===== config.mk =====
export PLATFORM = sky130hd
export DESIGN_NAME = scrambled_hdlc_frame_receiver
export DESIGN_NICKNAME = d
export VERILOG_FILES = /design/src/design/shfr_pkg.sv /design/src/design/shfr_regs.sv /design/src/design/shfr_core.sv /design/src/design/shfr_fifo.sv /design/src/design/scrambled_hdlc_frame_receiver.sv
export VERILOG_INCLUDE_DIRS = /design/src /design/src/design
export SDC_FILE = /design/constraint.sdc
export NUM_CORES = 1
export LEC_CHECK = 0
export BUFFER_PORTS_ARGS = -buffer_cell sky130_fd_sc_hd__buf_2
export CAP_MARGIN = 0
export CORE_MARGIN = 1
export CORE_UTILIZATION = 30
export CTS_BUF_LIST = sky130_fd_sc_hd__clkbuf_16
export CTS_CLUSTER_SIZE = 24
export DETAILED_ROUTE_END_ITERATION = 10
export HOLD_SLACK_MARGIN = 0.08
export PLACE_DENSITY = 0.47
export SLEW_MARGIN = 5
export SYNTH_ARGS = -nofsm -noshare
export SYNTH_HDL_FRONTEND = slang
export SYNTH_SLANG_ARGS = --single-unit

===== constraint.sdc =====
create_clock -name aclk -period 10.5 [get_ports aclk]
set_input_delay 1.05 -clock aclk [delete_from_list [all_inputs] [get_ports aclk]]
set_output_delay 1.05 -clock aclk [all_outputs]
set_load 0.03 [all_outputs]

===== src/design/scrambled_hdlc_frame_receiver_assert.svh =====
// assertion macros for the scrambled hdlc frame receiver modules
// depends on nothing; included by shfr_fifo, which checks its own logic
`ifndef SCRAMBLED_HDLC_FRAME_RECEIVER_ASSERT_SVH
`define SCRAMBLED_HDLC_FRAME_RECEIVER_ASSERT_SVH

// expression holds at every clock edge out of reset
`define SHFR_ASSERT_ALWAYS(name, clk, rst_n, expr) \
    name: assert property (@(posedge clk) disable iff (!(rst_n)) (expr)) \
        else $error("shfr check failed");

// consequent holds in the same cycle as the antecedent
`define SHFR_ASSERT_IMPLIES(name, clk, rst_n, ante, cons) \
    name: assert property (@(posedge clk) disable iff (!(rst_n)) (ante) |-> (cons)) \
        else $error("shfr check failed");

// consequent holds in the cycle after the antecedent
`define SHFR_ASSERT_NEXT(name, clk, rst_n, ante, cons) \
    name: assert property (@(posedge clk) disable iff (!(rst_n)) (ante) |=> (cons)) \
        else $error("shfr check failed");

`endif


===== src/design/shfr_pkg.sv =====
// types and constants of the scrambled hdlc frame receiver
// depends on nothing; used by every module of the block
package shfr_pkg;

    // register reset values
    localparam logic [31:0] TAPS_RESET    = 32'h0003_1801;
    localparam logic [31:0] SEED_RESET    = 32'hF185_D3AC;
    localparam logic        INVERT_RESET  = 1'b1;
    localparam logic [1:0]  SKIP_RESET    = 2'd1;
    localparam logic [5:0]  MIN_LEN_RESET = 6'd41;
    localparam logic [15:0] RESIDUE_RESET = 16'hF0B8;
    localparam logic [15:0] CRC_INIT      = 16'hFFFF;

    // result queue sizing
    localparam int ITEM_MAX   = 3;
    localparam int FIFO_DEPTH = 4;
    localparam int PTR_W      = $clog2(FIFO_DEPTH);
    localparam int CNT_W      = $clog2(FIFO_DEPTH + 1);

    // register indexes on the configuration port
    typedef enum logic [2:0] {
        REG_TAPS    = 3'd0,
        REG_SEED    = 3'd1,
        REG_INVERT  = 3'd2,
        REG_SKIP    = 3'd3,
        REG_MIN_LEN = 3'd4,
        REG_RESIDUE = 3'd5
    } reg_idx_e;

    typedef struct packed {
        logic [31:0] taps;
        logic [31:0] seed;
        logic        invert;
        logic [1:0]  skip;
        logic [5:0]  min_len;
        logic [15:0] residue;
    } cfg_t;

    typedef struct packed {
        logic [7:0] frame_length;
        logic       crc_ok;
        logic       frame_end;
        logic       byte_valid;
        logic [7:0] out_byte;
    } item_t;

    // results of one input byte handed to the queue
    typedef struct packed {
        logic [1:0]                n;
        item_t [ITEM_MAX-1:0]      items;
    } push_t;

endpackage


===== src/design/shfr_regs.sv =====
// apb configuration registers of the frame receiver
// depends on shfr_pkg
module shfr_regs import shfr_pkg::*; (
    input  logic        aclk,
    input  logic        aresetn,
    input  logic        psel,
    input  logic        penable,
    input  logic        pwrite,
    input  logic [4:0]  paddr,
    input  logic [31:0] pwdata,
    output logic [31:0] prdata,
    output logic        pready,
    output cfg_t        cfg
);

    cfg_t     cfg_reg;
    reg_idx_e idx;
    logic     wr_en;

    assign pready = 1'b1;
    assign idx    = reg_idx_e'(paddr[4:2]);
    assign wr_en  = psel & penable & pwrite & pready;
    assign cfg    = cfg_reg;

    // register writes
    always_ff @(posedge aclk) begin
        if (!aresetn) begin
            cfg_reg.taps    <= TAPS_RESET;
            cfg_reg.seed    <= SEED_RESET;
            cfg_reg.invert  <= INVERT_RESET;
            cfg_reg.skip    <= SKIP_RESET;
            cfg_reg.min_len <= MIN_LEN_RESET;
            cfg_reg.residue <= RESIDUE_RESET;
        end else if (wr_en) begin
            unique case (idx)
                REG_TAPS:    cfg_reg.taps    <= pwdata;
                REG_SEED:    cfg_reg.seed    <= pwdata;
                REG_INVERT:  cfg_reg.invert  <= pwdata[0];
                REG_SKIP:    cfg_reg.skip    <= pwdata[1:0];
                REG_MIN_LEN: cfg_reg.min_len <= pwdata[5:0];
                REG_RESIDUE: cfg_reg.residue <= pwdata[15:0];
                default:     ;
            endcase
        end
    end

    // read mux
    always_comb begin
        prdata = '0;
        unique case (idx)
            REG_TAPS:    prdata = cfg_reg.taps;
            REG_SEED:    prdata = cfg_reg.seed;
            REG_INVERT:  prdata = {31'd0, cfg_reg.invert};
            REG_SKIP:    prdata = {30'd0, cfg_reg.skip};
            REG_MIN_LEN: prdata = {26'd0, cfg_reg.min_len};
            REG_RESIDUE: prdata = {16'd0, cfg_reg.residue};
            default:     prdata = '0;
        endcase
    end

endmodule


===== src/design/shfr_core.sv =====
// input register, descrambler, destuffer, crc and realigner of the frame receiver
// depends on shfr_pkg
module shfr_core import shfr_pkg::*; (
    input  logic       aclk,
    input  logic       aresetn,
    input  cfg_t       cfg,
    input  logic       s_tvalid,
    output logic       s_tready,
    input  logic [7:0] s_tdata,
    input  logic       s_tlast,
    input  logic       fifo_room,
    output push_t      push
);

    // input register
    logic       in_valid_reg;
    logic [7:0] raw_reg;
    logic       last_reg;

    // frame state
    logic [31:0] shift_reg, shift_next;
    logic [7:0]  byte_count_reg, byte_count_next;
    logic [2:0]  ones_run_reg, ones_run_next;
    logic [7:0]  partial_byte_reg, partial_byte_next;
    logic [2:0]  partial_bits_reg, partial_bits_next;
    logic [3:0]  held_nibble_reg, held_nibble_next;
    logic        nibble_held_reg, nibble_held_next;
    logic [15:0] crc_reg, crc_next;
    logic [5:0]  dcount_reg, dcount_next;
    logic [1:0]  lead_count_reg, lead_count_next;

    logic  fire;
    item_t [ITEM_MAX-1:0] items;
    logic [1:0] n_items;

    assign fire     = in_valid_reg & fifo_room;
    assign s_tready = ~in_valid_reg | fire;

    // one byte through the reflected ccitt crc
    function automatic logic [15:0] crc_step(input logic [15:0] crc, input logic [7:0] b);
        logic [7:0] x;
        x = b ^ crc[7:0];
        x = x ^ {x[3:0], 4'd0};
        return {x, crc[15:8]} ^ {12'd0, x[7:4]} ^ {5'd0, x, 3'd0};
    endfunction

    // input register loads whenever the previous request moves on
    always_ff @(posedge aclk) begin
        if (!aresetn) begin
            in_valid_reg <= 1'b0;
        end else if (s_tready) begin
            in_valid_reg <= s_tvalid;
        end
    end

    always_ff @(posedge aclk) begin
        if (s_tready && s_tvalid) begin
            raw_reg  <= s_tdata;
            last_reg <= s_tlast;
        end
    end

    // all work for one byte
    always_comb begin : step_logic
        logic [39:0] win;
        logic [7:0]  dsc;
        logic [7:0]  pb;
        logic [3:0]  pbits;
        logic [2:0]  orun;
        logic [3:0]  hn;
        logic        hf;
        logic [1:0]  n;
        logic        full;
        logic [7:0]  full_byte;
        logic [7:0]  left;
        logic [15:0] crc;
        logic [5:0]  dcnt;
        logic [7:0]  bcnt;

        win       = {shift_reg, raw_reg};
        dsc       = '0;
        pb        = partial_byte_reg;
        pbits     = {1'b0, partial_bits_reg};
        orun      = ones_run_reg;
        hn        = held_nibble_reg;
        hf        = nibble_held_reg;
        n         = '0;
        full      = 1'b0;
        full_byte = '0;
        left      = '0;
        crc       = crc_reg;
        dcnt      = dcount_reg;
        bcnt      = byte_count_reg;
        items     = '0;

        // descrambler: each bit sees its own 32-bit window of the history
        for (int j = 0; j < 8; j++) begin
            dsc[7-j] = raw_reg[7-j] ^ (^(win[39-j -: 32] & cfg.taps));
        end
        shift_next = win[31:0];
        if (cfg.invert) begin
            dsc = ~dsc;
        end

        lead_count_next = lead_count_reg;
        if (lead_count_reg < cfg.skip) begin
            lead_count_next = lead_count_reg + 2'd1;
        end else begin
            if (bcnt != 8'hFF) begin
                bcnt = bcnt + 8'd1;
            end
            // bit destuffing, lsb-first repacking
            for (int i = 7; i >= 0; i--) begin
                if (orun >= 3'd5 && !dsc[i]) begin
                    orun = 3'd0;
                end else begin
                    if (dsc[i]) begin
                        orun = (orun != 3'd7) ? orun + 3'd1 : 3'd7;
                    end else begin
                        orun = 3'd0;
                    end
                    pb    = {dsc[i], pb[7:1]};
                    pbits = pbits + 4'd1;
                    if (pbits == 4'd8) begin
                        full      = 1'b1;
                        full_byte = pb;
                        pbits     = 4'd0;
                        pb        = '0;
                    end
                end
            end
            // crc, count and realign of a completed byte
            if (full) begin
                if (dcnt < cfg.min_len) begin
                    crc = crc_step(crc, full_byte);
                end
                if (dcnt != 6'd63) begin
                    dcnt = dcnt + 6'd1;
                end
                if (hf) begin
                    items[n].out_byte   = {hn, full_byte[7:4]};
                    items[n].byte_valid = 1'b1;
                    n = n + 2'd1;
                end
                hn = full_byte[3:0];
                hf = 1'b1;
            end
        end

        ones_run_next     = orun;
        partial_byte_next = pb;
        partial_bits_next = pbits[2:0];
        held_nibble_next  = hn;
        nibble_held_next  = hf;
        crc_next          = crc;
        dcount_next       = dcnt;
        byte_count_next   = bcnt;

        // frame close: leftover bits, closing item, restart
        if (last_reg) begin
            if (pbits != 4'd0) begin
                left = pb >> (4'd8 - pbits);
                if (hf) begin
                    items[n].out_byte   = {hn, left[7:4]};
                    items[n].byte_valid = 1'b1;
                    n = n + 2'd1;
                end
                hn = left[3:0];
                hf = 1'b1;
            end
            items[n].out_byte     = hf ? {hn, 4'd0} : 8'd0;
            items[n].byte_valid   = hf;
            items[n].frame_end    = 1'b1;
            items[n].crc_ok       = (dcnt >= cfg.min_len) && (crc == cfg.residue);
            items[n].frame_length = bcnt;
            n = n + 2'd1;

            shift_next        = cfg.seed;
            byte_count_next   = '0;
            ones_run_next     = '0;
            partial_byte_next = '0;
            partial_bits_next = '0;
            held_nibble_next  = '0;
            nibble_held_next  = 1'b0;
            crc_next          = CRC_INIT;
            dcount_next       = '0;
            lead_count_next   = '0;
        end
        n_items = n;
    end

    assign push.n     = fire ? n_items : 2'd0;
    assign push.items = items;

    // frame state update
    always_ff @(posedge aclk) begin
        if (!aresetn) begin
            shift_reg        <= SEED_RESET;
            byte_count_reg   <= '0;
            ones_run_reg     <= '0;
            partial_byte_reg <= '0;
            partial_bits_reg <= '0;
            held_nibble_reg  <= '0;
            nibble_held_reg  <= 1'b0;
            crc_reg          <= CRC_INIT;
            dcount_reg       <= '0;
            lead_count_reg   <= '0;
        end else if (fire) begin
            shift_reg        <= shift_next;
            byte_count_reg   <= byte_count_next;
            ones_run_reg     <= ones_run_next;
            partial_byte_reg <= partial_byte_next;
            partial_bits_reg <= partial_bits_next;
            held_nibble_reg  <= held_nibble_next;
            nibble_held_reg  <= nibble_held_next;
            crc_reg          <= crc_next;
            dcount_reg       <= dcount_next;
            lead_count_reg   <= lead_count_next;
        end
    end

endmodule


===== src/design/shfr_fifo.sv =====
// result queue of the frame receiver: takes up to three results a cycle, gives one
// depends on shfr_pkg and scrambled_hdlc_frame_receiver_assert.svh
`include "scrambled_hdlc_frame_receiver_assert.svh"

module shfr_fifo import shfr_pkg::*; (
    input  logic        aclk,
    input  logic        aresetn,
    input  push_t       push,
    output logic        fifo_room,
    output logic        m_tvalid,
    input  logic        m_tready,
    output logic [23:0] m_tdata,
    output logic        m_tuser,
    output logic        m_tlast
);

    item_t            mem [FIFO_DEPTH];
    logic [PTR_W-1:0] wr_ptr_reg;
    logic [PTR_W-1:0] rd_ptr_reg;
    logic [CNT_W-1:0] count_reg, count_next;
    logic             pop;
    item_t            head;

    assign pop       = m_tvalid & m_tready;
    assign count_next = count_reg + CNT_W'(push.n) - CNT_W'(pop);
    // room for a full burst of results from one byte
    assign fifo_room = (count_reg <= CNT_W'(FIFO_DEPTH - ITEM_MAX));

    // entry writes
    always_ff @(posedge aclk) begin
        for (int k = 0; k < ITEM_MAX; k++) begin
            if (k < int'(push.n)) begin
                mem[wr_ptr_reg + PTR_W'(k)] <= push.items[k];
            end
        end
    end

    // pointers and fill count
    always_ff @(posedge aclk) begin
        if (!aresetn) begin
            wr_ptr_reg <= '0;
            rd_ptr_reg <= '0;
            count_reg  <= '0;
        end else begin
            wr_ptr_reg <= wr_ptr_reg + PTR_W'(push.n);
            rd_ptr_reg <= rd_ptr_reg + PTR_W'(pop);
            count_reg  <= count_next;
        end
    end

    // head of queue onto the result channel
    assign head     = mem[rd_ptr_reg];
    assign m_tvalid = (count_reg != '0);
    assign m_tdata  = {7'd0, head.frame_length, head.crc_ok, head.out_byte};
    assign m_tuser  = head.byte_valid;
    assign m_tlast  = head.frame_end;

    `SHFR_ASSERT_ALWAYS(a_no_overflow, aclk, aresetn, count_reg <= CNT_W'(FIFO_DEPTH))
    `SHFR_ASSERT_IMPLIES(a_push_has_room, aclk, aresetn, push.n != 2'd0, fifo_room)
    `SHFR_ASSERT_NEXT(a_pop_drains, aclk, aresetn, pop && push.n == 2'd0, count_reg == $past(count_reg) - CNT_W'(1))

endmodule


===== src/design/scrambled_hdlc_frame_receiver.sv =====
// top level of the scrambled hdlc frame receiver
// depends on shfr_pkg, shfr_regs, shfr_core, shfr_fifo
//
// channel   dir  ports                               content
// s_        in   s_tvalid s_tready s_tdata s_tlast   raw_byte; tlast = last_byte
// m_        out  m_tvalid m_tready m_tdata m_tuser   out_byte, crc_ok, frame_length
//                m_tlast                             tuser = byte_valid, tlast = frame_end
// apb       in   psel penable pwrite paddr pwdata    six registers at 4*index
//
// one input byte per cycle while the result queue has room; a byte is worked
// between the input register and the result queue once it sits in the input register.
// a closing byte yields up to three results, the queue drains one per cycle while
// m_tready is high, so the input stalls after a frame end until the queue is back to one result.
// the input accepts while its register is empty or the queue holds at most one result.
// synchronous active-low reset; no clearing pass.
module scrambled_hdlc_frame_receiver import shfr_pkg::*; (
    input  logic        aclk,
    input  logic        aresetn,
    // input channel
    input  logic        s_tvalid,
    output logic        s_tready,
    input  logic [7:0]  s_tdata,   // [7:0] raw_byte
    input  logic        s_tlast,
    // result channel
    output logic        m_tvalid,
    input  logic        m_tready,
    output logic [23:0] m_tdata,   // [7:0] out_byte, [8] crc_ok, [16:9] frame_length
    output logic        m_tuser,   // [0] byte_valid
    output logic        m_tlast,
    // configuration
    input  logic        psel,
    input  logic        penable,
    input  logic        pwrite,
    input  logic [4:0]  paddr,
    input  logic [31:0] pwdata,
    output logic [31:0] prdata,
    output logic        pready
);

    cfg_t  cfg;
    push_t push;
    logic  fifo_room;

    shfr_regs u_regs (
        .aclk    (aclk),
        .aresetn (aresetn),
        .psel    (psel),
        .penable (penable),
        .pwrite  (pwrite),
        .paddr   (paddr),
        .pwdata  (pwdata),
        .prdata  (prdata),
        .pready  (pready),
        .cfg     (cfg)
    );

    shfr_core u_core (
        .aclk      (aclk),
        .aresetn   (aresetn),
        .cfg       (cfg),
        .s_tvalid  (s_tvalid),
        .s_tready  (s_tready),
        .s_tdata   (s_tdata),
        .s_tlast   (s_tlast),
        .fifo_room (fifo_room),
        .push      (push)
    );

    shfr_fifo u_fifo (
        .aclk      (aclk),
        .aresetn   (aresetn),
        .push      (push),
        .fifo_room (fifo_room),
        .m_tvalid  (m_tvalid),
        .m_tready  (m_tready),
        .m_tdata   (m_tdata),
        .m_tuser   (m_tuser),
        .m_tlast   (m_tlast)
    );

endmodule

[Word level (Yosys, flattened, before mapping)]
Memories as Yosys holds them, arrays and structs flattened. A register that Yosys moved wholly into a read port is not among the register bits.
Index checks and enable logic that the tools add are counted.
Word-level totals
  memories: 1
  output and inout port bits: 61
  bits of input ports: 53
  RAM bits: 76
  flip-flop bits (word level): 189
Operators by class
  multiplexer cells: 183
  order comparisons: 19
  bitwise gates (word level): 27
  $add $sub $neg: 28
  equality and inequality tests: 25
  shift-type cells: 1
  reductions and logical operators: 40
Memory list
  u_fifo.mem: words 4, bits a word 19, read ports 1, clocked after memory_dff 1, write ports 3, line shfr_fifo.sv:17  | item_t mem [FIFO_DEPTH];
Operators by type and width (number)
  $bwmux 57: 7
  $mux 8: 44
  $demux 19 s2: 7
  $and 32x32->32: 8
  $reduce_xor 32->1: 8
  $mux 57: 4
  $pmux 32 s6: 1
  $mux 4: 29
  $mux 3: 34
  $mux 16: 4
  $mux 9: 5
  $eq 4x4->1 const B: 8
  $mux 32: 1
  $mux 1: 30
  $add 4x1->4 const B: 7
  $add 3x1->3 const B: 8
  $ge 3x3->1 const B: 8
  $mux 6: 4
  $ne 3x3->1 const B: 8
  $mux 2: 10
  $mux 19: 1
  $eq 16x16->1: 1
  $reduce_and 2->1: 8
  $xor 16x11->16: 1
  other kinds (40): 77

[Depth between registers and ports, before layout]
  word-level depth: 61
  gate-level depth with buffers: 52
  depth with buffers taken out: 47

[By module]
Synthesis repeated with hierarchy kept, for this count alone.
Second synthesis, totals
  cell total of the unflattened synthesis: 2818
  area total of the unflattened synthesis: 22469.0 um2
By module, submodules not included
  shfr_core: area an instance 13362.8 um2, instances 1, cells each 1845
  shfr_fifo: area an instance 4827.1 um2, instances 1, cells each 499
  shfr_regs: area an instance 4279.1 um2, instances 1, cells each 474

[Worst setup path before layout]
OpenSTA, ideal clock, no wires.
  path type: register to register
  start: reg u_regs.cfg_reg (netlist bit u_regs.cfg[59])
  end: mem u_fifo.mem[2][0] in the netlist's numbering (enable)
  slack: -0.215 ns
  cell stages (with the launch flop): 45
  arrival: 10.290 ns
  cells stage by stage: dfxtp_1 -> buf_2 -> nand2_1 -> xnor2_1 -> xnor3_1 -> xnor3_1 -> xor3_2 -> buf_2 -> a21oi_1 -> ha_1 -> nand2b_1 -> maj3_1 -> nand2_1 -> nor2_4 -> xnor2_2 -> ha_1 -> mux2i_1 -> inv_1 -> [9 not listed] -> xnor2_2 -> nand2_1 -> nor4b_1 -> a31o_1 -> a31oi_4 -> o21ai_0 -> a31oi_1 -> inv_2 -> ha_1 -> nand2_1 -> clkbuf_1 -> nand2_1 -> a21boi_0 -> ha_1 -> and3_1 -> clkbuf_1 -> nor2_1 -> o31ai_1
RTL lines
  from (decl): line shfr_regs.sv:16  | cfg_t cfg_reg;
  to (decl): line shfr_fifo.sv:17

==> results.py <==
metrics = {
    "hold_path": {
        "min_path_type": "reg -> reg",
    },
    "yosys": {
        "ys_warn_count": 0,
        "synth_area_sq_um": 21380,
        "synth.avg_cell_area_sq_um": 8.051,
        "synthDistinctLibCells": 100,
        "synthArstFlopShare_pct": 0,
        "synth_area_leaders": "dfxtp_1 (17%), edfxtp_1 (12%), nand2_1 (11%)",
        "synth-xor-area-share_pct": 16.14,
        "synth.area.mux_share_pct": 6.778,
        "yosys_most_used_dff": "dfxtp_1",
        "synth_seq_cells": 265,
        "yosysSeqAreaShare_pct": 28.80,
        "synthAdderAreaFrac_pct": 2.657,
        "synth-compound-area-share_pct": 18.33,
        "synth-simple-area-share_pct": 22.07,
        "synth_largest_area_cell": "dfxtp_1",
        "synth_top_family_by_area": "simple AND/OR/NAND/NOR gates",
        "synth_top_cell_area_share_pct": 16.86,
        "synth_edf_count": 85,
        "synthCells": 2655,
    },
    "timing": {
        "tightest_slew_ns": 1.188,
        "skew_ns": 0.02856,
        "min_period_ns": 9.867,
        "fin_crit_sh_pct": 93.97,
        "slew_headroom_pct": 20.45,
        "timing.final.max_slew_violations": 0,
        "hold_viol": 0,
        "holdWs_ns": 0.4883,
        "final-setup-viol-count": 0,
        "max_freq_mhz": 101.3,
    },
    "global_routing": {
        "grt-ovfl-total": 0,
        "grt_pass1_vias": 19120,
        "antenna_found_initial": 1,
        "grt_usage_pct": 21.26,
        "grt_pass1_wl_um": 118300,
        "grt_max_degree": 85,
    },
    "floorplan": {
        "dieArea_sq_um": 72320,
        "rows": 97,
        "ios": 114,
        "initial_utilization_pct": 30.42,
        "die_w_um": 268.9,
        "dieHeight_um": 268.9,
        "core_sq_um": 70270,
    },
    "critical_path": {
        "critPathSlowestCell": "xor3_2",
        "critical_path_class": "reg -> reg",
        "arrival_ns": 10.29,
        "critPathMaxFanout": 5,
        "crit_required_ns": 10.92,
        "critical_path.max_stage_delay_ns": 0.53,
        "cp_common_cell": "ha_1",
        "start_kind": "flip-flop",
        "worstSetupEndpointType": "flip-flop",
    },
    "job": {
        "maxCapViolCount": 0,
    },
    "place": {
        "io_buffers": 103,
        "gp_congestion": 0.9234,
        "placedCellCount": 3654,
        "place_hpwl_um": 57630,
        "placed_cell_area_sq_um": 23320,
    },
    "status": {
        "status": "complete, no violations",
    },
    "final_layout": {
        "regArea_sq_um": 6156,
        "fillers": 7392,
        "largest_reg_flops": 89,
        "area_growth_pct": 14.38,
        "final_nets": 2847,
        "diodes": 0,
        "stdcell_area_sq_um": 24450,
        "multi_input_area_sq_um": 14270,
        "drive_gt1_share_pct": 14.71,
        "stdcell_count": 3714,
    },
    "route": {
        "drt_iter0_drc": 1503,
        "drtAntennaViolNets": 0,
        "drt_first_pass_iters": 8,
        "post_drt_wl_per_cell_um": 20.99,
        "vias": 19680,
        "drc_errors": 0,
        "avgViaCountPerCell": 5.298,
        "drt_wl_total_um": 77960,
    },
    "clock_network": {
        "cts_tree": "done",
        "clock_sinks": 265,
        "clk_latency_ns": 0.59,
        "cts_buffer_depth": 3,
        "hold_buffers": 0,
        "cts_root_buf": "clkbuf_16",
        "path_clk_slew_ns": 0.06,
        "cts_buffers": 31,
        "htreeDepth": 1,
    },
    "pwr": {
        "worst_ir_drop_vdd_mv": 0.2723,
        "powerDensity_nw_per_um2": 264.6,
        "finalPower_uw": 6469,
        "p_leak_uw": 0.009264,
    },
}
timing repair:
| action | CTS | global route |
|---|---|---|
| endpoints found under the hold margin | 0 | 0 |
| gates resized for setup | 0 | 21 |
| setup endpoints to repair | 0 | 89 |
| setup buffers | 0 | 3 |
cell type report:
type                       count  area share, %
sequential                   265          25.18
inverter                      54         0.8291
clock buffer                  32          3.275
clock inverter                25         0.8444
multi-input combinational   2146          58.35
tap                          940          4.811
timing repair buffer         252          6.709
power breakdown:
part / total [uW] / leakage [uW] / switching [uW] / internal [uW]
Sequential: 1170 / 0.00223 / 57.3 / 1120
Clock: 1100 / 0.000501 / 471 / 624
Combinational: 4200 / 0.00653 / 2530 / 1670
Total: 6470 / 0.00926 / 3060 / 3410
worst max-delay path: cells and delay by family (launching register included):
family | cells | cell delay (ns)
muxes | 2 | 0.33
adders and majority gates | 8 | 2.31
AOI/OAI and AO/OA | 13 | 2.51
xor gates and xnor gates | 6 | 1.69
and+or+nand+nor | 11 | 1.77
DFF | 1 | 0.51
buffers and inverters | 4 | 0.58
worst paths after layout:
kind / start / endpoint / slack (ns) / depth (start not counted)
setup reg to reg: u_core.raw_reg[7] / u_fifo.mem[2][5] / 0.63 / 44
hold / removal: u_regs.cfg[32] / u_regs.cfg[32] / 0.49 / 2
setup / recovery: u_core.raw_reg[7] / u_fifo.mem[2][5] / 0.63 / 44
hold reg to reg: u_regs.cfg[32] / u_regs.cfg[32] / 0.49 / 2
cells by family after synthesis:
kind of cell | Yosys count
other cells | 2
simple gates | 1083
flops | 265
buf+inv | 250
mux | 113
compound gates | 555
fa+ha+maj | 45
xor+xnor | 342
cell usage in the layout, fill, tap and decap left out, types with 47 or more instances in the layout:
| cell | netlist | final |
|---|---|---|
| a21boi_0 | 61 | 61 |
| a21oi_1 | 104 | 101 |
| and2_1 | 48 | 47 |
| buf_2 | 46 | 102 |
| buf_4 | 26 | 149 |
| dfxtp_1 | 180 | 180 |
| edfxtp_1 | 85 | 85 |
| inv_1 | 51 | 55 |
| mux2i_1 | 77 | 77 |
| nand2_1 | 631 | 629 |
| nand3_1 | 86 | 85 |
| nor2_1 | 150 | 149 |
| o21ai_0 | 86 | 84 |
| xnor2_1 | 226 | 224 |
| xor2_1 | 80 | 80 |
stage by stage:
stage / util (%) / TNS (ns) / worst slack, ns
2_1_floorplan: - / 0 / 0.1191
3_3_place_gp: 33.19 / 0 / 0.5287
3_5_place_dp: 33.19 / 0 / 0.4882
4_1_cts: 34.62 / 0 / 0.3918
5_1_grt: 34.79 / -0.005261 / -0.005261
6_report: 34.79 / 0 / 0.6327
layer usage:
metal,routed length (um),GRT usage [%]
met1,33840,27.46
met3,3922,2.365
met5,0,0
met2,37390,36.60
met4,2811,7.202
Yosys cell counts, drive strengths merged, types with 50 or more instances:
library cell,instances
nand2,634
xnor2,237
dfxtp,180
nor2,152
clkbuf,110
a21oi,105
o21ai,96
nand3,87
buf,86
edfxtp,85
xor2,82
mux2i,78
a21boi,62
inv,53
and2,50
Note: power is estimated with default switching activity, not from simulation.
